<file path="src/design/vrp_ram.sv">
module vrp_ram #(
  parameter int WIDTH = 8,
  parameter int DEPTH = 256
) (
  input  logic                     clk,
  input  logic                     wr_en,
  input  logic [$clog2(DEPTH)-1:0] wr_addr,
  input  logic [WIDTH-1:0]         wr_data,
  input  logic                     rd_en,
  input  logic [$clog2(DEPTH)-1:0] rd_addr,
  output logic [WIDTH-1:0]         rd_data
);

  logic [WIDTH-1:0] mem [DEPTH];

  always_ff @(posedge clk) begin
    if (wr_en) begin
      mem[wr_addr] <= wr_data;
    end
    if (rd_en) begin
      rd_data <= mem[rd_addr];
    end
  end

endmodule

</file>
<file path="config.mk">
export PLATFORM = sky130hd
export DESIGN_NAME = vrp_ram
export DESIGN_NICKNAME = d
export VERILOG_FILES = /design/src/design/vrp_ram.sv
export SDC_FILE = /design/constraint.sdc
export NUM_CORES = 2
export LEC_CHECK = 0
export BUFFER_PORTS_ARGS = -buffer_cell sky130_fd_sc_hd__buf_2
export CAP_MARGIN = 25
export CORE_ASPECT_RATIO = 1.25
export CORE_MARGIN = 3
export CORE_UTILIZATION = 35
export CTS_BUF_LIST = sky130_fd_sc_hd__clkbuf_4 sky130_fd_sc_hd__clkbuf_8
export DETAILED_ROUTE_END_ITERATION = 16
export GPL_TIMING_DRIVEN = 0
export PLACE_DENSITY = 0.6
export SETUP_SLACK_MARGIN = 0.1
export SYNTH_ARGS = -nofsm -noshare
export SYNTH_HDL_FRONTEND = slang
export SYNTH_SLANG_ARGS = --single-unit
</file>
<file path="constraint.sdc">
create_clock -name clk -period 2.9 [get_ports clk]
set_input_delay 0.58 -clock clk [delete_from_list [all_inputs] [get_ports clk]]
set_output_delay 0.58 -clock clk [all_outputs]
set_load 0.02 [all_outputs]
</file>
* Word-level counts from Yosys, hierarchy flattened
Memory sizes are Yosys's and may differ from the RTL's. A register that Yosys moved wholly into a read port is not among the register bits.
Cells that the tools add are included.
** Cells by class
- Multiplexer cells :: 2
** Operators with widths (number)
- $mux W1 :: 2
** Storage, ports and cells
- Register bits :: 0
- Input port bits :: 27
- Memory bits (writable) :: 2048
- Word-level logic and storage cells :: 3
- Memories :: 1
** Memory list
- mem :: words 256, width 8, rd ports 1, clocked after Yosys merged registers in 1, write ports 1, line 14 : logic [WIDTH-1:0] mem [DEPTH];

* Depth between registers and ports, before layout
- Word-level depth :: 2
- Mapped depth :: 11
- Mapped depth without buffers :: 6

* Worst setup path before layout
Ideal clock, no wire load.
- Path kind :: input to register
- Start point :: input rd_addr[0]
- End point :: register rd_data[2], read port of mem, data pin
- Data arrival time :: 2.387 ns
- Stages on the path :: 9
- Library setup time :: 0.269 ns
- Required time :: 2.631 ns
- Buffers on the path :: 4
- Setup slack :: 0.244 ns
- Cell sequence :: buf_6 buf_12 buf_8 buf_2 mux4_2 a22oi_1 a21oi_1 nor4_1 nor4_2
** RTL lines
- start, declared :: line 10 : input logic [$clog2(DEPTH)-1:0] rd_addr,
- end, declared :: line 11 : output logic [WIDTH-1:0] rd_data

==> reports/metrics.cfg <==
[die]
dieWidth_um=432.6
die_h_um=539.3
std_cell_rows=195
start_util=0.3521
io_pins=35
dieArea_sq_mm=0.2333
coreArea_sq_mm=0.2262

[detailed_routing]
drt_pre_antenna_iters=6
drtIter0Drc=5561
drt.antenna.violating_nets=0
vias_per_cell=5.695
wl_um=247700
dr_total_vias=41736
wl_per_cell_um=33.80
drc=0

[timing]
slew_headroom=0.2164
drv_slew=0
period_needed_ns=3.060
hold_violations=0
final.setup.worst_slack_ns=-0.1604
max_freq_ghz=0.3267
rsz0062_at_grt=yes
period_share=1.055
skew_ns=0.07411
tightest_slew_ns=1.175
finalSetupViolations=102

[critical_path]
crit_fanout=12
crit_type=input pin to flop
cp-start-kind=input pin
cp-end-kind=flop
required_ns=3.50
cp.arrival_ns=3.66

[place]
dpl_cell_area_sq_mm=0.08440
hpwl_um=165900
dp_worst_setup_slack_ns=-2.295
numPortBuffers=27
dp.cells=6761
place.gp.congestion=1.028

[grt]
globalRouteOverflowTotal=0
grt_max_degree=169
grt_antenna_before_repair=29
grt_usage=0.2099
grt_pass1_wl_um=338200
grt_pass1_vias=42207

[yosys]
avgSynthCellArea_sq_um=21.33
synthArstFlopShare=0
netlist_area_sq_mm=0.07964
synth_ff_type=edfxtp_1
synth_edf_count=2056
synth-simple-area-share=0.02625
synth_warnings=0
yosysUniqueCellTypes=54
synth_fa_ha_area_frac=0
seq_area_frac_synth=0.7753
syn_nets=3760
synth-seq-cells=2056
synthXorXnorAreaFrac=0
synth_compound_area_frac=0.03416
synthMuxAreaShare=0.1460
synthCells=3733
synth_top_family_by_area=multiplexers

[cts]
cts.sinks=2056
cts_buffers=311
htreeDepth=5
clkLatencyLatePin_ns=0.97
cts_tree=yes
clk_pin_slew_worst_paths_ns=0.07
clk_path_buf_depth=4
clockRootBuffer=clkbuf_8

[status]
violations=setup timing
status=complete, but fails checks

[cells_and_area]
layout-drive-gt1-share=0.3254
final_core_util=0.4073
stdcell_count=7328
fin_area_sq_mm=0.09211
fin_nets=4154
synthToLayoutAreaGrowth_pct=15.67

[power_and_ir_drop]
leakage_nw=28.18
swShare=0.2298
internal_power_mw=46.74
powerDensity_mw_per_mm2=658.8
p_clk_frac=0.396
pwr-share-seq=0.540
p_sw_mw=13.95
ir_drop_uv=383.8
pwr-share-comb=0.064

[flow_run]
maxCapViolCount=0

[worst_hold_path]
holdCritPathClass=input pin to flop

state kept, by name (all words and copies together), names as in the netlist:
name	count
mem	2048
rd_data	8
logic make-up after synthesis:
logic type | after synthesis
AND/OR/NAND/NOR | 466
multiplexers | 591
buffers and inverters | 235
flip-flops | 2056
AO/OA/AOI/OAI | 385
cell type report:
class	count	area, sq um
Antenna cell	15	37.54
Buffer	232	1851
Clock buffer	403	5002
Clock inverter	141	1077
Fill cell	19665	134100
Inverter	2	8.758
Multi-Input combinational cell	1442	17640
Sequential cell	2056	61740
Tap cell	2955	3697
Timing Repair Buffer	82	1057
cells in the final DEF (no fill, tap or decap), types with 15 or more instances in the layout:
master | Yosys | routed
o221ai_1 | 46 | 36
nor2b_1 | 31 | 29
clkinv_1 | 1 | 72
o22ai_1 | 28 | 27
mux4_2 | 454 | 454
a21oi_1 | 96 | 73
nand3_1 | 34 | 33
nor2_2 | 0 | 110
clkbuf_4 | 0 | 106
bufinv_16 | 0 | 16
nor4_4 | 0 | 19
diode_2 | 0 | 15
buf_2 | 31 | 46
nand2_1 | 33 | 32
nor2_1 | 282 | 158
a21oi_2 | 0 | 21
edfxtp_1 | 2056 | 2056
buf_8 | 13 | 48
clkbuf_8 | 0 | 318
clkbuf_1 | 111 | 51
clkinv_2 | 0 | 39
clkbuf_2 | 0 | 32
mux2i_1 | 134 | 134
a22oi_1 | 133 | 128
buf_6 | 21 | 41
buf_4 | 27 | 40
stage by stage:
step,setup TNS (ns),total power [mW],hold slack [ns]
after detailed placement,-1274.21,36.97,0.9197
after floorplan,0,35.03,0.6789
after global routing,0,62.26,0.1054
after global placement,-5810.49,36.92,0.9092
after CTS,0,60.81,0.05645
final,-2.971,60.69,0.09351
synth_stat cells, drive strengths merged (16+ instances only):
library cell / n / area share
edfxtp: 2056 / 0.78
o221ai: 47 / 0.0052
nand3: 34 / 0.0021
mux2i: 134 / 0.017
clkbuf: 111 / 0.0052
nor2b: 31 / 0.0024
nand2: 33 / 0.0016
a22oi: 133 / 0.013
nor4: 27 / 0.0024
nor3: 22 / 0.0014
nor2: 282 / 0.013
mux4: 456 / 0.13
buf: 122 / 0.013
a21oi: 96 / 0.0060
a211oi: 16 / 0.0015
o22ai: 28 / 0.0022
power by group through the flow:
stage	Clock (mW)	Combinational, mW	Sequential, mW
floorplan	0	1.59	33.4
global placement	0	3.38	33.5
detailed placement	0	3.55	33.4
CTS	24.3	3.72	32.8
global route	25.5	3.93	32.8
finish	24.0	3.87	32.8
worst paths after layout:
| path | start | to | slack [ns] | cells after the start |
|---|---|---|---|---|
| worst max-delay path | rd_addr[6] | rd_data[0]$_DFFE_PP_ | -0.16 | 9 |
| worst min-delay path | wr_data[5] | mem[37][5]$_DFFE_PP_ | 0.09 | 1 |
| worst max register to register | mem[83][0]$_DFFE_PP_ | rd_data[0]$_DFFE_PP_ | -0.01 | 6 |
| worst min register to register | mem[56][7]$_DFFE_PP_ | rd_data[7]$_DFFE_PP_ | 1.64 | 6 |
worst max-delay path: stages:
cell and delay [ns]:
buf_2 0.38, nor3b_1 0.64, clkbuf_1 0.48, o221ai_1 0.34
nand2_1 0.17, a21oi_2 0.11, nor4_1 0.51, buf_2 0.32
nor4_4 0.12
what timing repair did:
| action | CTS | global route |
|---|---|---|
| endpoints found under the hold margin | 8 | 0 |
| hold buffers | 1 | 0 |
| pin swaps | 13 | 16 |
| setup endpoints to repair | 475 | 791 |
| buffers inserted | 3 | 4 |
| resized for setup | 266 | 185 |
routing by layer:
| metal | wire length (um) | GRT usage | vias up |
|---|---|---|---|
| li1 | - | - | 16544 |
| met1 | 85880 | 0.2456 | 22093 |
| met2 | 120500 | 0.3393 | 2430 |
| met3 | 22260 | 0.04996 | 657 |
| met4 | 18980 | 0.1498 | 12 |
| met5 | 75 | 0 | - |
Power figures use the tool's default switching activity.
