<file path="src/design/vrp_pkg.sv">
package vrp_pkg;

  localparam int SPRITE_BYTES = 256;
  localparam int VIDEO_BYTES = 16384;
  localparam int SPRITE_AW = $clog2(SPRITE_BYTES);
  localparam int VIDEO_AW = $clog2(VIDEO_BYTES);

  // The palette area is held in two banks split on address bit 4, so that the
  // mirrored backdrop entries can be written in the same cycle.
  localparam int PALETTE_BANK_BYTES = 128;
  localparam int PALETTE_AW = $clog2(PALETTE_BANK_BYTES);

  localparam logic [1:0] OP_READ        = 2'd0;
  localparam logic [1:0] OP_WRITE       = 2'd1;
  localparam logic [1:0] OP_STATUS_LOAD = 2'd2;

  localparam logic [2:0] REG_CONTROL     = 3'd0;
  localparam logic [2:0] REG_MASK        = 3'd1;
  localparam logic [2:0] REG_STATUS      = 3'd2;
  localparam logic [2:0] REG_SPRITE_ADDR = 3'd3;
  localparam logic [2:0] REG_SPRITE_DATA = 3'd4;
  localparam logic [2:0] REG_SCROLL      = 3'd5;
  localparam logic [2:0] REG_ADDRESS     = 3'd6;
  localparam logic [2:0] REG_DATA        = 3'd7;

  localparam logic [7:0] ATTR_MASK = 8'hE3;
  localparam logic [VIDEO_AW-1:0] PALETTE_BASE = 14'h3F00;
  localparam logic [VIDEO_AW-1:0] PALETTE_SHADOW_OFFSET = 14'h1000;
  localparam logic [VIDEO_AW-1:0] PATTERN_LIMIT = 14'h2000;

  // Where the byte returned by a read comes from once memory data is back.
  typedef enum logic [2:0] {
    RD_NONE,
    RD_REG,
    RD_SPRITE,
    RD_BUFFER,
    RD_PALETTE
  } rd_kind_t;

  typedef struct packed {
    rd_kind_t   kind;
    logic [7:0] reg_data;
    logic       attr;
    logic       pal_hi;
    logic [14:0] vaddr;
    logic [14:0] taddr;
    logic [2:0] fine_x;
    logic       nmi_suppress;
  } issue_t;

  typedef struct packed {
    logic                  spr_we;
    logic [SPRITE_AW-1:0]  spr_addr;
    logic [7:0]            wdata;
    logic                  vid_we;
    logic [VIDEO_AW-1:0]   vid_waddr;
    logic [VIDEO_AW-1:0]   vid_raddr;
    logic [1:0]            pal_we;
    logic [PALETTE_AW-1:0] pal_index;
  } mem_cmd_t;

endpackage

</file>
<file path="src/design/vrp_back.sv">
module vrp_back (
  input  logic            clk,
  input  logic            rst,
  input  logic            accept,
  input  vrp_pkg::issue_t issue,
  input  logic [7:0]      spr_rdata,
  input  logic [7:0]      vid_rdata,
  input  logic [7:0]      pal_rdata0,
  input  logic [7:0]      pal_rdata1,
  output logic            ready,
  output logic            m_tvalid,
  input  logic            m_tready,
  output logic [47:0]     m_tdata   // read_data, current_vram_address, temp_address,
                                    // fine_x_scroll, nmi_suppress, zero fill
);

  logic            s1_valid;
  vrp_pkg::issue_t s1;
  logic            advance;
  logic [7:0]      read_buffer;
  logic [7:0]      rd;
  logic            load_buffer;

  assign advance = s1_valid && (!m_tvalid || m_tready);
  assign ready   = !s1_valid || advance;
  assign load_buffer = (s1.kind == vrp_pkg::RD_BUFFER) || (s1.kind == vrp_pkg::RD_PALETTE);

  // Memory data is valid for the whole time an item sits here, because the
  // memories are only read on a transfer.
  always_comb begin
    case (s1.kind)
      vrp_pkg::RD_REG:     rd = s1.reg_data;
      vrp_pkg::RD_SPRITE:  rd = s1.attr ? (spr_rdata & vrp_pkg::ATTR_MASK) : spr_rdata;
      vrp_pkg::RD_BUFFER:  rd = read_buffer;
      vrp_pkg::RD_PALETTE: rd = s1.pal_hi ? pal_rdata1 : pal_rdata0;
      default:             rd = 8'd0;
    endcase
  end

  always_ff @(posedge clk) begin
    if (rst) begin
      s1_valid    <= 1'b0;
      m_tvalid    <= 1'b0;
      read_buffer <= 8'd0;
    end else begin
      if (accept) begin
        s1_valid <= 1'b1;
      end else if (advance) begin
        s1_valid <= 1'b0;
      end
      if (advance) begin
        m_tvalid <= 1'b1;
        if (load_buffer) begin
          read_buffer <= vid_rdata;
        end
      end else if (m_tready) begin
        m_tvalid <= 1'b0;
      end
    end
  end

  always_ff @(posedge clk) begin
    if (accept) begin
      s1 <= issue;
    end
    if (advance) begin
      m_tdata <= {6'd0, s1.nmi_suppress, s1.fine_x, s1.taddr, s1.vaddr, rd};
    end
  end

  a_accept_fills : assert property (@(posedge clk) disable iff (rst)
    accept |=> s1_valid)
    else $error("accepted item did not reach the memory stage");

  a_stall_holds : assert property (@(posedge clk) disable iff (rst)
    (s1_valid && !advance) |=> (s1_valid && $stable(s1)))
    else $error("stalled memory-stage item changed");

  a_buffer_source : assert property (@(posedge clk) disable iff (rst)
    ($past(!rst) && !$stable(read_buffer)) |->
      $past(advance && ((s1.kind == vrp_pkg::RD_BUFFER) || (s1.kind == vrp_pkg::RD_PALETTE))))
    else $error("read buffer changed without a data-port read");

endmodule

</file>
<file path="config.mk">
export PLATFORM = sky130hd
export DESIGN_NAME = vrp_back
export DESIGN_NICKNAME = d
export VERILOG_FILES = /design/src/design/vrp_pkg.sv /design/src/design/vrp_back.sv
export SDC_FILE = /design/constraint.sdc
export NUM_CORES = 1
export LEC_CHECK = 0
export BUFFER_PORTS_ARGS = -buffer_cell sky130_fd_sc_hd__buf_2
export CORE_ASPECT_RATIO = 1.1
export CORE_MARGIN = 8
export CORE_UTILIZATION = 40
export CTS_CLUSTER_DIAMETER = 40
export DETAILED_ROUTE_END_ITERATION = 7
export PLACE_DENSITY = 0.76
export SLEW_MARGIN = 20
export SYNTH_ARGS = -nofsm -noshare
export SYNTH_HDL_FRONTEND = slang
export SYNTH_SLANG_ARGS = --single-unit
</file>
<file path="constraint.sdc">
create_clock -name clk -period 5.4 [get_ports clk]
set_input_delay 1.35 -clock clk [delete_from_list [all_inputs] [get_ports clk]]
set_output_delay 1.35 -clock clk [all_outputs]
set_load 0.1 [all_outputs]
</file>
== Word level (Yosys, flattened, before mapping) ==
Index checks and enable logic that the tools add are counted.

* Equal/unequal tests: 4
* Muxes and demuxes: 7
* Reduce and logical (&&, ||, !) cells: 9

{| class="wikitable"
|+ Operators with widths
! operator !! number
|-
| 8-bit one-hot mux with 4 select lines || 1
|-
| 8-bit 2-to-1 mux || 1
|-
| 3-bit by 2-bit == test with 1-bit output, second input constant || 2
|-
| 5-bit 2-to-1 mux || 1
|-
| 1-bit 2-to-1 mux || 4
|-
| 2-bit nonzero test || 2
|-
| 3-bit by 1-bit == test with 1-bit output, second input constant || 1
|-
| 3-bit == test, second input constant || 1
|-
| 1-bit logical OR || 3
|-
| 1-bit zero test || 2
|-
| 2-bit AND reduction || 1
|-
| 1-bit logical AND || 1
|}

* Register bits after elaboration: 99
* Input bits: 83
* Output and inout port bits: 50
* Logic and storage cells: 32

== Logic depth before layout (Yosys ltp) ==
* Depth in word-level cells: 5
* Mapped depth: 4
* Gate-level depth less buffers: 3

== Least setup slack after synthesis ==
No wires, ideal clock.

* Path type: input to register
* Start: in m_tready
* End: reg m_tdata[0] (enable)
* Library setup time: 441 ps
* Arrival: 3222 ps
* Required time: 4959 ps
* Slack: 1736 ps
* Stages: 2
* Path buffers: 0
* Cell sequence: nor2b_1 -> nor2_1

* Longest elaborated chain between the ends: 2

{| class="wikitable"
|+ RTL lines
! element !! RTL line !! text
|-
| from (decl) || vrp_back.sv:12 || <nowiki>input logic m_tready,</nowiki>
|-
| 1-bit logical OR || vrp_back.sv:24 || <nowiki>assign advance = s1_valid && (!m_tvalid || m_tready);</nowiki>
|-
| 1-bit logical AND || vrp_back.sv:24 ||
|-
| net advance || vrp_back.sv:19 || <nowiki>logic advance;</nowiki>
|-
| to (signal assigned) || vrp_back.sv:67 || <nowiki>m_tdata <= {6'd0, s1.nmi_suppress, s1.fine_x, s1.taddr, s1.vaddr, rd};</nowiki>
|-
| to (decl) || vrp_back.sv:13 || <nowiki>output logic [47:0] m_tdata</nowiki>
|}

The timed path passes the listed nets, and every way through them passes these cells.
A chain may end at the register's enable or synchronous reset.

== Worst setup path in the final report ==
* Start: in m_tready
* End: out ready

* Longest elaborated chain between the ends: 3

{| class="wikitable"
|+ RTL lines
! element !! RTL line !! text
|-
| 1-bit logical OR || vrp_back.sv:24 ||
|-
| 1-bit logical AND || vrp_back.sv:24 ||
|-
| 1-bit logical OR || vrp_back.sv:25 || <nowiki>assign ready = !s1_valid || advance;</nowiki>
|-
| to (decl) || vrp_back.sv:10 || <nowiki>output logic ready,</nowiki>
|}

Every way passes these cells.

==> impl_results.md <==
* Outcome: completed
* Post-synthesis register bit count at 99
* Slew HR at 0.5873
* Antenna-violating nets left at 0
* Final Skew at 0.008197 ns
* Synth Cell Area at 3518 um2
* Cell area after placement at 4263 um2
* Crit end category: output port
* Largest family of logic cells by synthesized area: multiplexers
* Clock Sinks at 99
* Complex-gate fraction of the synthesized area at 0.04161
* Die Y at 114.4 um
* Worst hold path class: register to register
* Hold buffer count at CTS at 0
* Ys Warns at 0
* DR WL met3 at 405 um
* CTS tree: yes
* Total CTS buffers at 9
* Die area at about 12,000 um2
* Simple-gate share of the synthesized area at 0.05228
* Share of the synthesized area in the top cell type at 0.7596
* Highest routed layer: met4
* All-Layer GR Usage at 0.1288
* Count of input and output buffers at 126
* Gr ovfl total at 0
* EDFF count, synth at ~90
* CP required at just over 4 ns
* # Post-CTS Setup Buffers at 0
* Vias in the first global route at 2,227
* FF-to-FF End: read_buffer[0]
* Post-synth top area cell: edfxtp_1
* Max Slew Vio Count at 0
* Synth Area in Adders at 0
* PostCTS Resize Cnt at 0
* Worst skew pair latency at about 0.36 ns
* Largest net degree at the start of global routing at 49
* Final Wtd Congestion at 0.7781
* # IOs at 133
* Final setup TNS at 0 ns
* Worst-case clock buffer depth at 2
* Row cnt at 36
* FF/Latch Area at roughly 2900 um2
* Root buffer cell: clkbuf_8
* Period utilisation layout at 0.6733
* Synth top cells by count: edfxtp_1, nand2b_1, mux2i_1
* Die X at 105.4 um
* Final setup vio count at 0
* Antenna fix cells at 0
* Critical Path Start Type: primary input
* Post-Route M1 WL at 2991 um
* DRT Pass-1 Iters at 4
* Combined area of the multi-input logic cells at 589.3 um2
* Avg Inst Size Synth at between 15 and 20 um2
* Count leader, synth: edfxtp_1
* Synthesized instance count at 186
* Endpoint, Worst Hold: m_tdata[35]
* Asr flop ratio synth at 0
* XOR/XNOR share of the synthesized area at 0
* Global-route wire length before repair at 11,710 um
* RSZ-0062 raised after global routing: false
* DRC viols at 0
* Share of layout cells above drive strength 1 at 0.4534
* CTS clock-pin slew for the worst setup and hold paths at 0.09 ns
* Layout Nets at 400
* Hold Violations, Final at 0
* Avg WL per Cell at ~18 um
* R2R setup slack at 3.23 ns
* Initial DRC count at 89
* Mux cell area share after synthesis at 0.06508
* Leading post-synthesis cells by cell area: edfxtp_1, dfxtp_1, mux2i_1
* Hold path depth at 0
* Worst vdd ir at 170.0 uV
* Design Area, Final at 4433 um2
* Slew of the pin with the lowest slew margin at about 0.62 ns
* Synth Flop Type: edfxtp_1
* Initial antenna violation count at 0
* Hpwl dp at 5767 um
* Crit-path max FO at 5
* Sequential area share after synthesis at 0.8165
* Fmax at 275.0 MHz
* Total number of vias at 1,996
* Layout area overhead at 26.00%
* P_leak at 1.737 nW
* Reg-to-Reg Start: s1[44]
* Reg2reg path depth at 3
* Met2 wire length at 4073 um
* MaxCap Viol Count at 0
* FILL cells at 750
* Power per cell area at 354.0 nW/um2
* CORE AREA at 8693 um2
* Final WL at 7701 um
* Worst Min Path Start: s1[16]
* Minimum clock period at 3.636 ns
* Vias per cell at 4.578
* Post-synth cell types at 25
* H-tree levels at 3
* Hold slack at ~0.43 ns
* CP Data Arrival Time at between 2 and 2.5 ns
* Critical path type: primary input to output port
* Starting Density at 0.4047
## cell usage in the layout (no fill, tap or decap), drive strengths merged
cell	netlist	final
mux2i	15	15
a2bb2oi	1	1
nand3b	1	1
a221oi	1	1
conb	1	6
edfxtp	89	89
o22ai	6	6
and2b	1	1
inv	2	4
nand2	2	2
a211oi	1	1
clkinvlp	0	2
a21oi	2	2
clkbuf	5	10
nor2	5	5
nand2b	17	17
dfxtp	10	10
a22oi	7	7
buf	7	127
nand4b	1	1
o32ai	1	1
clkinv	0	2
or3b	1	1
nor2b	3	3
mux2	7	7
## where the power goes
| part | switching (mW) | internal [mW] |
|---|---|---|
| Sequential | 0.0218 | 0.891 |
| Clock | 0.248 | 0.168 |
| Combinational | 0.187 | 0.0538 |
## worst max-delay path: stages
cell,delay [ns]
buf_2,0.09
nor2b_1,0.44
nand2_1,0.09
buf_2,0.31
## logic make-up after synthesis
logic type	after synthesis
AOI/OAI and AO/OA	19
DFF	99
and+or+nand+nor	31
buffers and inverters	14
other	1
muxes	22
## layout make-up
cell class,instances,share of cell area
Tap cell,114,0.03218
Sequential cell,99,0.6480
Clock inverter,6,0.009032
Multi-Input combinational cell,78,0.1329
Inverter,2,0.001693
Clock buffer,10,0.02879
Timing Repair Buffer,127,0.1473
## flip-flops by register name (all words and copies together) (netlist names)
name and count:
m_tdata 42, m_tvalid 1, read_buffer 8, s1 47, s1_valid 1
## layer usage
layer | GRT usage | vias up
met5 | 0 | -
met4 | 0.08190 | 0
met3 | 0.03041 | 16
met2 | 0.2281 | 70
met1 | 0.1349 | 953
li1 | - | 957
## through the flow
stage,total power [mW],util,cells,worst slack (ns)
after floorplan,1.106,-,191,1.736
after global placement,1.166,0.4881,419,1.764
after detailed placement,1.174,0.4904,420,1.753
after CTS,1.591,0.5096,436,1.752
after global routing,1.631,0.5099,436,1.658
final,1.569,0.5099,436,1.764
## worst max-delay path by stage
stage | start | endpoint | slack (ns) | cells past startpoint
3_5_place_dp | m_tready | ready | 1.75 | 4
5_1_grt | m_tready | ready | 1.66 | 4
6_report | m_tready | ready | 1.76 | 4
2_1_floorplan | m_tready | m_tdata[0] | 1.74 | 2
3_3_place_gp | m_tready | ready | 1.76 | 4
4_1_cts | m_tready | ready | 1.75 | 4
Note: power is estimated with default switching activity, not from simulation.
