**src/design/vrp_pkg.sv**
```systemverilog
package vrp_pkg;

  localparam int SPRITE_BYTES = 256;
  localparam int VIDEO_BYTES = 16384;
  localparam int SPRITE_AW = $clog2(SPRITE_BYTES);
  localparam int VIDEO_AW = $clog2(VIDEO_BYTES);

  // The palette area is held in two banks split on address bit 4, so that the
  // mirrored backdrop entries can be written in the same cycle.
  localparam int PALETTE_BANK_BYTES = 128;
  localparam int PALETTE_AW = $clog2(PALETTE_BANK_BYTES);

  localparam logic [1:0] OP_READ        = 2'd0;
  localparam logic [1:0] OP_WRITE       = 2'd1;
  localparam logic [1:0] OP_STATUS_LOAD = 2'd2;

  localparam logic [2:0] REG_CONTROL     = 3'd0;
  localparam logic [2:0] REG_MASK        = 3'd1;
  localparam logic [2:0] REG_STATUS      = 3'd2;
  localparam logic [2:0] REG_SPRITE_ADDR = 3'd3;
  localparam logic [2:0] REG_SPRITE_DATA = 3'd4;
  localparam logic [2:0] REG_SCROLL      = 3'd5;
  localparam logic [2:0] REG_ADDRESS     = 3'd6;
  localparam logic [2:0] REG_DATA        = 3'd7;

  localparam logic [7:0] ATTR_MASK = 8'hE3;
  localparam logic [VIDEO_AW-1:0] PALETTE_BASE = 14'h3F00;
  localparam logic [VIDEO_AW-1:0] PALETTE_SHADOW_OFFSET = 14'h1000;
  localparam logic [VIDEO_AW-1:0] PATTERN_LIMIT = 14'h2000;

  // Where the byte returned by a read comes from once memory data is back.
  typedef enum logic [2:0] {
    RD_NONE,
    RD_REG,
    RD_SPRITE,
    RD_BUFFER,
    RD_PALETTE
  } rd_kind_t;

  typedef struct packed {
    rd_kind_t   kind;
    logic [7:0] reg_data;
    logic       attr;
    logic       pal_hi;
    logic [14:0] vaddr;
    logic [14:0] taddr;
    logic [2:0] fine_x;
    logic       nmi_suppress;
  } issue_t;

  typedef struct packed {
    logic                  spr_we;
    logic [SPRITE_AW-1:0]  spr_addr;
    logic [7:0]            wdata;
    logic                  vid_we;
    logic [VIDEO_AW-1:0]   vid_waddr;
    logic [VIDEO_AW-1:0]   vid_raddr;
    logic [1:0]            pal_we;
    logic [PALETTE_AW-1:0] pal_index;
  } mem_cmd_t;

endpackage

```
**src/design/vrp_front.sv**
```systemverilog
module vrp_front (
  input  logic              clk,
  input  logic              rst,
  input  logic              accept,
  input  logic              cfg_we,
  input  logic              cfg_data,
  input  logic [1:0]        operation,
  input  logic [2:0]        register_index,
  input  logic [7:0]        write_data,
  input  logic              rendering_period,
  input  logic [7:0]        status_value,
  input  logic              hide_vblank_on_read,
  output vrp_pkg::issue_t   issue,
  output vrp_pkg::mem_cmd_t cmd
);

  logic       chr_ram_present;
  logic [7:0] control;
  logic [7:0] mask;
  logic [7:0] status;
  logic [7:0] sprite_address;
  logic       addr_latch;
  logic [14:0] temp_addr;
  logic [14:0] video_addr;
  logic [2:0] fine_x;

  logic [7:0] control_next;
  logic [7:0] mask_next;
  logic [7:0] status_next;
  logic [7:0] sprite_address_next;
  logic       addr_latch_next;
  logic [14:0] temp_addr_next;
  logic [14:0] video_addr_next;
  logic [2:0] fine_x_next;

  logic                         active;
  logic [vrp_pkg::VIDEO_AW-1:0] a;
  logic                         in_palette;

  // Standard coarse-X / fine-Y walk while rendering, plain step otherwise.
  function automatic logic [14:0] step_addr(input logic [14:0] v, input logic act,
                                            input logic inc32);
    logic [14:0] t;
    logic [4:0]  y;
    t = v;
    y = v[9:5];
    if (act) begin
      if (t[14:12] != 3'b111) begin
        t[14:12] = t[14:12] + 3'd1;
      end else begin
        t[14:12] = 3'd0;
        if (y == 5'd29) begin
          y = 5'd0;
          t[11] = ~t[11];
        end else if (y == 5'd31) begin
          y = 5'd0;
        end else begin
          y = y + 5'd1;
        end
        t[9:5] = y;
      end
      if (t[4:0] == 5'd31) begin
        t[4:0] = 5'd0;
        t[10] = ~t[10];
      end else begin
        t[4:0] = t[4:0] + 5'd1;
      end
    end else begin
      t = v + (inc32 ? 15'd32 : 15'd1);
    end
    return t;
  endfunction

  assign active = rendering_period && (mask[3] || mask[4]);
  assign a = video_addr[vrp_pkg::VIDEO_AW-1:0];
  assign in_palette = (a >= vrp_pkg::PALETTE_BASE);

  always_comb begin
    control_next        = control;
    mask_next           = mask;
    status_next         = status;
    sprite_address_next = sprite_address;
    addr_latch_next     = addr_latch;
    temp_addr_next      = temp_addr;
    video_addr_next     = video_addr;
    fine_x_next         = fine_x;

    issue.kind         = vrp_pkg::RD_NONE;
    issue.reg_data     = 8'd0;
    issue.attr         = (sprite_address[1:0] == 2'b10);
    issue.pal_hi       = a[4];
    issue.nmi_suppress = 1'b0;

    cmd.spr_we    = 1'b0;
    cmd.spr_addr  = sprite_address;
    cmd.wdata     = write_data;
    cmd.vid_we    = 1'b0;
    cmd.vid_waddr = a;
    cmd.vid_raddr = in_palette ? (a - vrp_pkg::PALETTE_SHADOW_OFFSET) : a;
    cmd.pal_we    = 2'b00;
    cmd.pal_index = {a[7:5], a[3:0]};

    unique case (operation)
      vrp_pkg::OP_STATUS_LOAD: begin
        status_next = status_value;
      end
      vrp_pkg::OP_READ: begin
        unique case (register_index)
          vrp_pkg::REG_STATUS: begin
            issue.kind         = vrp_pkg::RD_REG;
            issue.reg_data     = hide_vblank_on_read ? {1'b0, status[6:0]} : status;
            issue.nmi_suppress = 1'b1;
            status_next        = {1'b0, status[6:0]};
            addr_latch_next    = 1'b0;
          end
          vrp_pkg::REG_SPRITE_DATA: begin
            issue.kind = vrp_pkg::RD_SPRITE;
            if (active) begin
              sprite_address_next = sprite_address + 8'd1;
            end
          end
          vrp_pkg::REG_DATA: begin
            issue.kind      = in_palette ? vrp_pkg::RD_PALETTE : vrp_pkg::RD_BUFFER;
            video_addr_next = step_addr(video_addr, active, control[2]);
          end
          default: begin
          end
        endcase
      end
      vrp_pkg::OP_WRITE: begin
        unique case (register_index)
          vrp_pkg::REG_CONTROL: begin
            control_next          = write_data;
            temp_addr_next[11:10] = write_data[1:0];
          end
          vrp_pkg::REG_MASK: begin
            mask_next = write_data;
          end
          vrp_pkg::REG_SPRITE_ADDR: begin
            sprite_address_next = write_data;
          end
          vrp_pkg::REG_SPRITE_DATA: begin
            if (active) begin
              sprite_address_next = sprite_address + 8'd4;
            end else begin
              cmd.spr_we          = 1'b1;
              sprite_address_next = sprite_address + 8'd1;
            end
          end
          vrp_pkg::REG_SCROLL: begin
            if (!addr_latch) begin
              temp_addr_next[4:0] = write_data[7:3];
              fine_x_next         = write_data[2:0];
            end else begin
              temp_addr_next[9:5]   = write_data[7:3];
              temp_addr_next[14:12] = write_data[2:0];
            end
            addr_latch_next = ~addr_latch;
          end
          vrp_pkg::REG_ADDRESS: begin
            if (!addr_latch) begin
              temp_addr_next[14:8] = {1'b0, write_data[5:0]};
            end else begin
              temp_addr_next[7:0] = write_data;
              video_addr_next     = {temp_addr[14:8], write_data};
            end
            addr_latch_next = ~addr_latch;
          end
          vrp_pkg::REG_DATA: begin
            if (in_palette) begin
              // Backdrop entries are written to both banks, so each matches its mirror.
              cmd.pal_we[0] = !a[4] || (a[3:0] == 4'd0);
              cmd.pal_we[1] = a[4] || (a[3:0] == 4'd0);
            end else begin
              cmd.vid_we = (a >= vrp_pkg::PATTERN_LIMIT) || chr_ram_present;
            end
            video_addr_next = step_addr(video_addr, active, control[2]);
          end
          default: begin
          end
        endcase
      end
      default: begin
      end
    endcase

    cmd.spr_we    = cmd.spr_we && accept;
    cmd.vid_we    = cmd.vid_we && accept;
    cmd.pal_we    = cmd.pal_we & {2{accept}};
    issue.vaddr   = video_addr_next;
    issue.taddr   = temp_addr_next;
    issue.fine_x  = fine_x_next;
  end

  always_ff @(posedge clk) begin
    if (rst) begin
      chr_ram_present <= 1'b0;
    end else if (cfg_we) begin
      chr_ram_present <= cfg_data;
    end
  end

  always_ff @(posedge clk) begin
    if (rst) begin
      control        <= 8'd0;
      mask           <= 8'd0;
      status         <= 8'd0;
      sprite_address <= 8'd0;
      addr_latch     <= 1'b0;
      temp_addr      <= 15'd0;
      video_addr     <= 15'd0;
      fine_x         <= 3'd0;
    end else if (accept) begin
      control        <= control_next;
      mask           <= mask_next;
      status         <= status_next;
      sprite_address <= sprite_address_next;
      addr_latch     <= addr_latch_next;
      temp_addr      <= temp_addr_next;
      video_addr     <= video_addr_next;
      fine_x         <= fine_x_next;
    end
  end

endmodule

```
**config.mk**
```make
export PLATFORM = sky130hd
export DESIGN_NAME = vrp_front
export DESIGN_NICKNAME = d
export VERILOG_FILES = /design/src/design/vrp_pkg.sv /design/src/design/vrp_front.sv
export SDC_FILE = /design/constraint.sdc
export NUM_CORES = 1
export LEC_CHECK = 0
export BUFFER_PORTS_ARGS = -buffer_cell sky130_fd_sc_hd__buf_2
export CAP_MARGIN = 20
export CELL_PAD_IN_SITES_DETAIL_PLACEMENT = 1
export CELL_PAD_IN_SITES_GLOBAL_PLACEMENT = 1
export CORE_ASPECT_RATIO = 1.75
export CORE_MARGIN = 2
export CORE_UTILIZATION = 35
export DETAILED_ROUTE_END_ITERATION = 8
export GPL_TIMING_DRIVEN = 0
export PLACE_DENSITY = 0.74
export SYNTH_ARGS = -nofsm -noshare
export SYNTH_HDL_FRONTEND = slang
export SYNTH_SLANG_ARGS = --single-unit
```
**constraint.sdc**
```tcl
create_clock -name clk -period 5.9 [get_ports clk]
set_clock_uncertainty 0.15 [all_clocks]
set_input_delay 0 -clock clk [delete_from_list [all_inputs] [get_ports clk]]
set_output_delay 0 -clock clk [all_outputs]
set_load 0.005 [all_outputs]
```
Word-level counts from Yosys, hierarchy flattened

Index checks and enable logic that the tools add are counted.

Register bits: 59
Bits in latches: 0
Bits in writable memories: 0
Bits in read-only memories: 0
Input bits: 28
Output and inout port bits: 102
Word-level logic and storage cells: 116
Memories: 0

Add/sub/neg operators: 7
Multipliers: 0
Div/mod/pow operators: 0
Magnitude comparators: 2
Eq/ne operators: 19
Shift operators: 0
Mux-type cells: 53
Bitwise gates (word level): 5
Reductions and logical operators: 20

Operators by type and width:

| operator                 | count |
|---|---|
| $mux W15                 | 4 |
| $pmux W15 S2             | 2 |
| $mux W8                  | 7 |
| $pmux W8 S2              | 3 |
| $mux W5                  | 6 |
| $ge A14 B14 Y1 const B   | 2 |
| $pmux W10 S2             | 1 |
| $mux W3                  | 6 |
| $add A15 B6 Y15          | 1 |
| $eq A5 B5 Y1 const B     | 3 |
| $mux W14                 | 1 |
| $sub A14 B13 Y14 const B | 1 |
| $mux W1                  | 13 |
| $eq A3 B3 Y1 const B     | 4 |
| $reduce_and A3 Y1        | 4 |
| $mux W11                 | 1 |
| $add A5 B1 Y5 const B    | 2 |
| $pmux W3 S3              | 1 |
| $add A8 B1 Y8 const B    | 1 |
| $add A8 B3 Y8 const B    | 1 |
| $mux W7                  | 1 |
| $eq A3 B2 Y1 const B     | 2 |
| $mux W2                  | 3 |
| $mux W6                  | 1 |
| 23 further kinds         | 35 |

Longest topological paths before layout

Word-level depth: 7
Gate-level depth with buffers: 8

Worst setup path before layout

No wires, ideal clock.

Kind: reg2reg
From: register video_addr[5]
To: register video_addr[11]
Library setup time: 0.095 ns
Data arrival time: 2.145 ns
Path slack: 3.510 ns
Stages on the path, launching flop included: 8
Buffers on the path: 0
Cells stage by stage: dfxtp_1 ha_1 and2_4 a31oi_4 or3_1 mux2_2 or4_1 o311ai_1

Word-level cells in the longest chain between the ends: 6

RTL lines:

| item                                                                    | RTL line                           | source |
|---|---|---|
| start: declaration                                                      | vrp_front.sv:24                    | `logic [14:0] video_addr;` |
| start signal: assignment                                                | vrp_front.sv:220                   | `video_addr <= video_addr_next;` |
| parallel branches: the longest is 3 deep, another holds $add A15 B6 Y15 | -                                  |  |
| $mux W15 (*)                                                            | vrp_front.sv:47                    | `if (act) begin` |
| $pmux W15 S2 / $mux W15 (equally long branches)                         | vrp_front.sv:131, vrp_front.sv:108 |  |
| $pmux W15 S2 (*)                                                        | vrp_front.sv:103                   | `unique case (operation)` |

Mark *: on every way between the ends.
A chain may end at the register's enable or synchronous reset.

==> results.md <==
* Count of state elements after synthesis at 54
* Hold Path Origin: accept
* Final setup fails at 0
* Clock transition at the registers of the reported paths at approximately 0.070 ns
* Tmin final at between 3 and 4 ns
* Register area share after synthesis at 22.8%
* Largest net degree at the start of global routing at 16
* Die H at between 150 and 200 um
* DRT iter0 DRCs at roughly 320
* Ys flop type: dfxtp_1
* Net Sw Frac at a little under a third
* RSZ-0062 raised after global routing: false
* Clk buf depth at 2
* Nets at between 800 and 900
* CP Capture Type: primary output
* Die span in x at approximately 92 um
* Vias in the first global route at roughly 6300
* WS Path Type: flip-flop to primary output
* Placed insts at 970
* Top-count cell post-synth: nand2_1
* Mapped Cells at 670
* Hold Crit Class: input pin to flip-flop
* Total Power at 0.000977 W
* Total negative slack at 0 ns
* Kind of cell adding the most delay to the critical path: compound AO/OA/AOI/OAI gates
* Worst-margin pin slew at roughly 0.9 ns
* Hold Path Cell Cnt at 4
* CP max-delay cell: dfxtp_1
* Worst Hold End: addr_latch
* Clock Sinks at 54
* Final hold vios at 0
* Max cap viols at 0
* Crit share post-route at 55.9%
* Grt total ovfl at 0
* Cell variety after synth at 70
* Sequential cell area at approximately 1100 um2
* Area occupied by multi-input gates at approximately 3100 um2
* Vias at between 6000 and 7000
* Status: completed
* CTS Buf Count at 5
* Post-route ant nets at 0
* Port Buffer Count at 126
* Async S/R FF share, synth at 0%
* Pint at ~0.00067 W
* DR vias/cell at slightly above 6
* Starting Density at 35.6%
* Clk pwr share at around 36%
* Part of the power in combinational logic at 23.2%
* Pwr Density at roughly 170 nW/um2
* DP Wirelength at 17.8 mm
* DRT Pass-1 Iters at 4
* Num rows at 56
* Ports at 130
* Slew margin rel. at 40.7%
* CTS tree: built
* Synth top cells by count: nand2_1, nor2_1, a21oi_1, dfxtp_1, buf_4
* All-Layer GR Usage at approximately a third
* GPL Wtd Cong at 0.968
* Filler cells at 1778
* Drt total wl at around 23 mm
* # diodes at 0
* VDD IR-drop max at around 110 uV
* Root Buffer: clkbuf_16
* Max-slew violations at 0
* Worst reg2reg startpoint: mask[4]
* Post-synth EDFFs at 0
* Yosys warnings at 0
* Synth-to-Final Area Change at 24.5%
* Arr. time, crit path at 3.15 ns
* CP Depth at 8
* Top-area cell type share of the netlist area at about 23%
* Post_cts resized at 0
* Slowest stage delay, CP at 0.60 ns
* Core area at between 10000 and 15000 um2
* Top post-synthesis cells by area: dfxtp_1, buf_4, a21oi_1
* Worst path required time at 5.75 ns
* Fmax at ~300 MHz
* CP Max Fanout at 12
* Post-route DRC at 0
* Clk_lat worst skew at between 0.3 and 0.4 ns
* Synth Net Count at 713
* Finished Layout Cells at around 990
* First-pass GRT wire length at 34.9 mm
* Total die area at 14500 um2
* Average cell area after synthesis at 7.08 um2
* Power share of the sequential group at a little over 40%
* Sw power at roughly 0.00031 W
* Crit path buf inv count at 1
* Worst reg2reg setup slack at a little under 3 ns
* Leak Pwr at approximately 2.7 nW
* Initial antenna violation count at 0
* Cell taking the most area after synthesis: dfxtp_1
* Synthesized cell area at 4750 um2
* Worst reg-to-reg path cell count at 7
* CP Launch Type: flip-flop
* Reg2reg end: video_addr[0]
* CP cell instances: ha_1, and2_4, a41oi_1, a2bb2oi_1, nor3_1, a221oi_1, o21ai_0, buf_2
* Layout cell share with drive strength beyond 1 at between 20% and 30%
* H-tree depth at 2
* Wirelength per Cell at about 23 um
area by class of cell:
class                      count  area share [%]
tap                          174            3.69
multi-input combinational    507            52.3
sequential                    54            18.3
clock inverter                 1           0.508
buffer                        91            8.62
timing repair buffer         141            13.2
inverter                      18            1.14
clock buffer                   7            2.25
metal layers:
metal	GRT usage (%)	vias to the layer above	routed length [um]	share of wire [%]
met3	3.86	107	1080	4.6
met2	58.2	254	12300	53
met1	30.8	2937	7980	34
li1	-	2714	-	-
met4	25.6	0	1930	8.3
met5	0	-	0	0
worst max-delay path by stage:
stage / start / end / slack, ns
5_1_grt: video_addr[5] / issue[29] / 2.47
3_5_place_dp: video_addr[5] / issue[29] / 3.01
2_1_floorplan: video_addr[5] / video_addr[11] / 3.51
3_3_place_gp: video_addr[5] / issue[29] / 3.06
6_report: video_addr[5] / issue[29] / 2.60
4_1_cts: video_addr[5] / issue[29] / 2.67
registers in the layout, indices dropped and copies added (netlist names), 2 cells and up:
register,flops
video_addr,15
mask,2
status,8
fine_x,3
sprite_address,8
temp_addr,15
metrics by stage:
stage,setup WS (ns),util (%),hold slack (ns),area (um2)
final,2.60,44.4,0.00994,5910
after global placement,3.06,42.0,0.0969,5590
after floorplan,3.51,-,-0.0692,4750
after CTS,2.67,44.4,0.00800,5910
after global routing,2.47,44.4,0.0410,5910
after detailed placement,3.01,42.0,0.111,5590
power groups by stage:
stage / clock network, W / registers, W / logic, W
6_report: 0.000355 / 0.000395 / 0.000227
5_1_grt: 0.000371 / 0.000397 / 0.000244
4_1_cts: 0.000358 / 0.000394 / 0.000223
3_5_place_dp: 0 / 0.000403 / 0.000214
3_3_place_gp: 0 / 0.000402 / 0.000209
2_1_floorplan: 0 / 0.000395 / 0.000124
worst register-to-register path, cell delays in order, from the launching register on:
cell and delay [ns]:
dfxtp_1 0.33, o21ai_1 0.40, clkbuf_1 0.54, clkbuf_1 0.62, a21oi_1 0.17, o21ai_0 0.22
a21oi_1 0.10, a221oi_1 0.36
cells by family after synthesis:
kind of cell	count (synthesis)	share of synthesized area, %
multiplexers	18	3.98
XOR/XNOR	7	1.29
AO/OA/AOI/OAI	211	30.1
buffers and inverters	109	12.2
AND/OR/NAND/NOR	256	25.8
flip-flops	54	22.8
adder cells (fa/ha/maj)	15	3.95
placed cells by master (no fill, tap or decap), types with 5 or more instances in the layout:
master         netlist  routed
buf_2                5     131
nand2_1             71      71
nor2_1              69      69
a21oi_1             62      62
dfxtp_1             54      54
buf_4               43      43
clkbuf_1            37      39
o21ai_0             35      35
nand3_1             27      27
nor3_1              21      21
inv_1               17      17
ha_1                15      15
dlygate4sd3_1        0      15
and2_1              13      13
a22oi_1             11      11
mux2i_1             11      11
o211a_1             10      10
a22o_1              10      10
a211oi_1             9       9
a31oi_1              9       9
and3_1               8       8
mux2_2               7       7
xnor2_1              6       6
nand4_1              6       6
nor4_1               6       6
nor2b_1              6       6
buf_1                6       6
o21ai_1              6       6
or2_2                5       5
a221oi_1             5       5
clkbuf_16            0       5
repair_timing:
item                                   4_1_cts  5_1_grt
hold buffers                                15        0
endpoints found under the hold margin       15        0
setup buffers                                0        0
No activity file was read; power rests on OpenSTA's default activity.
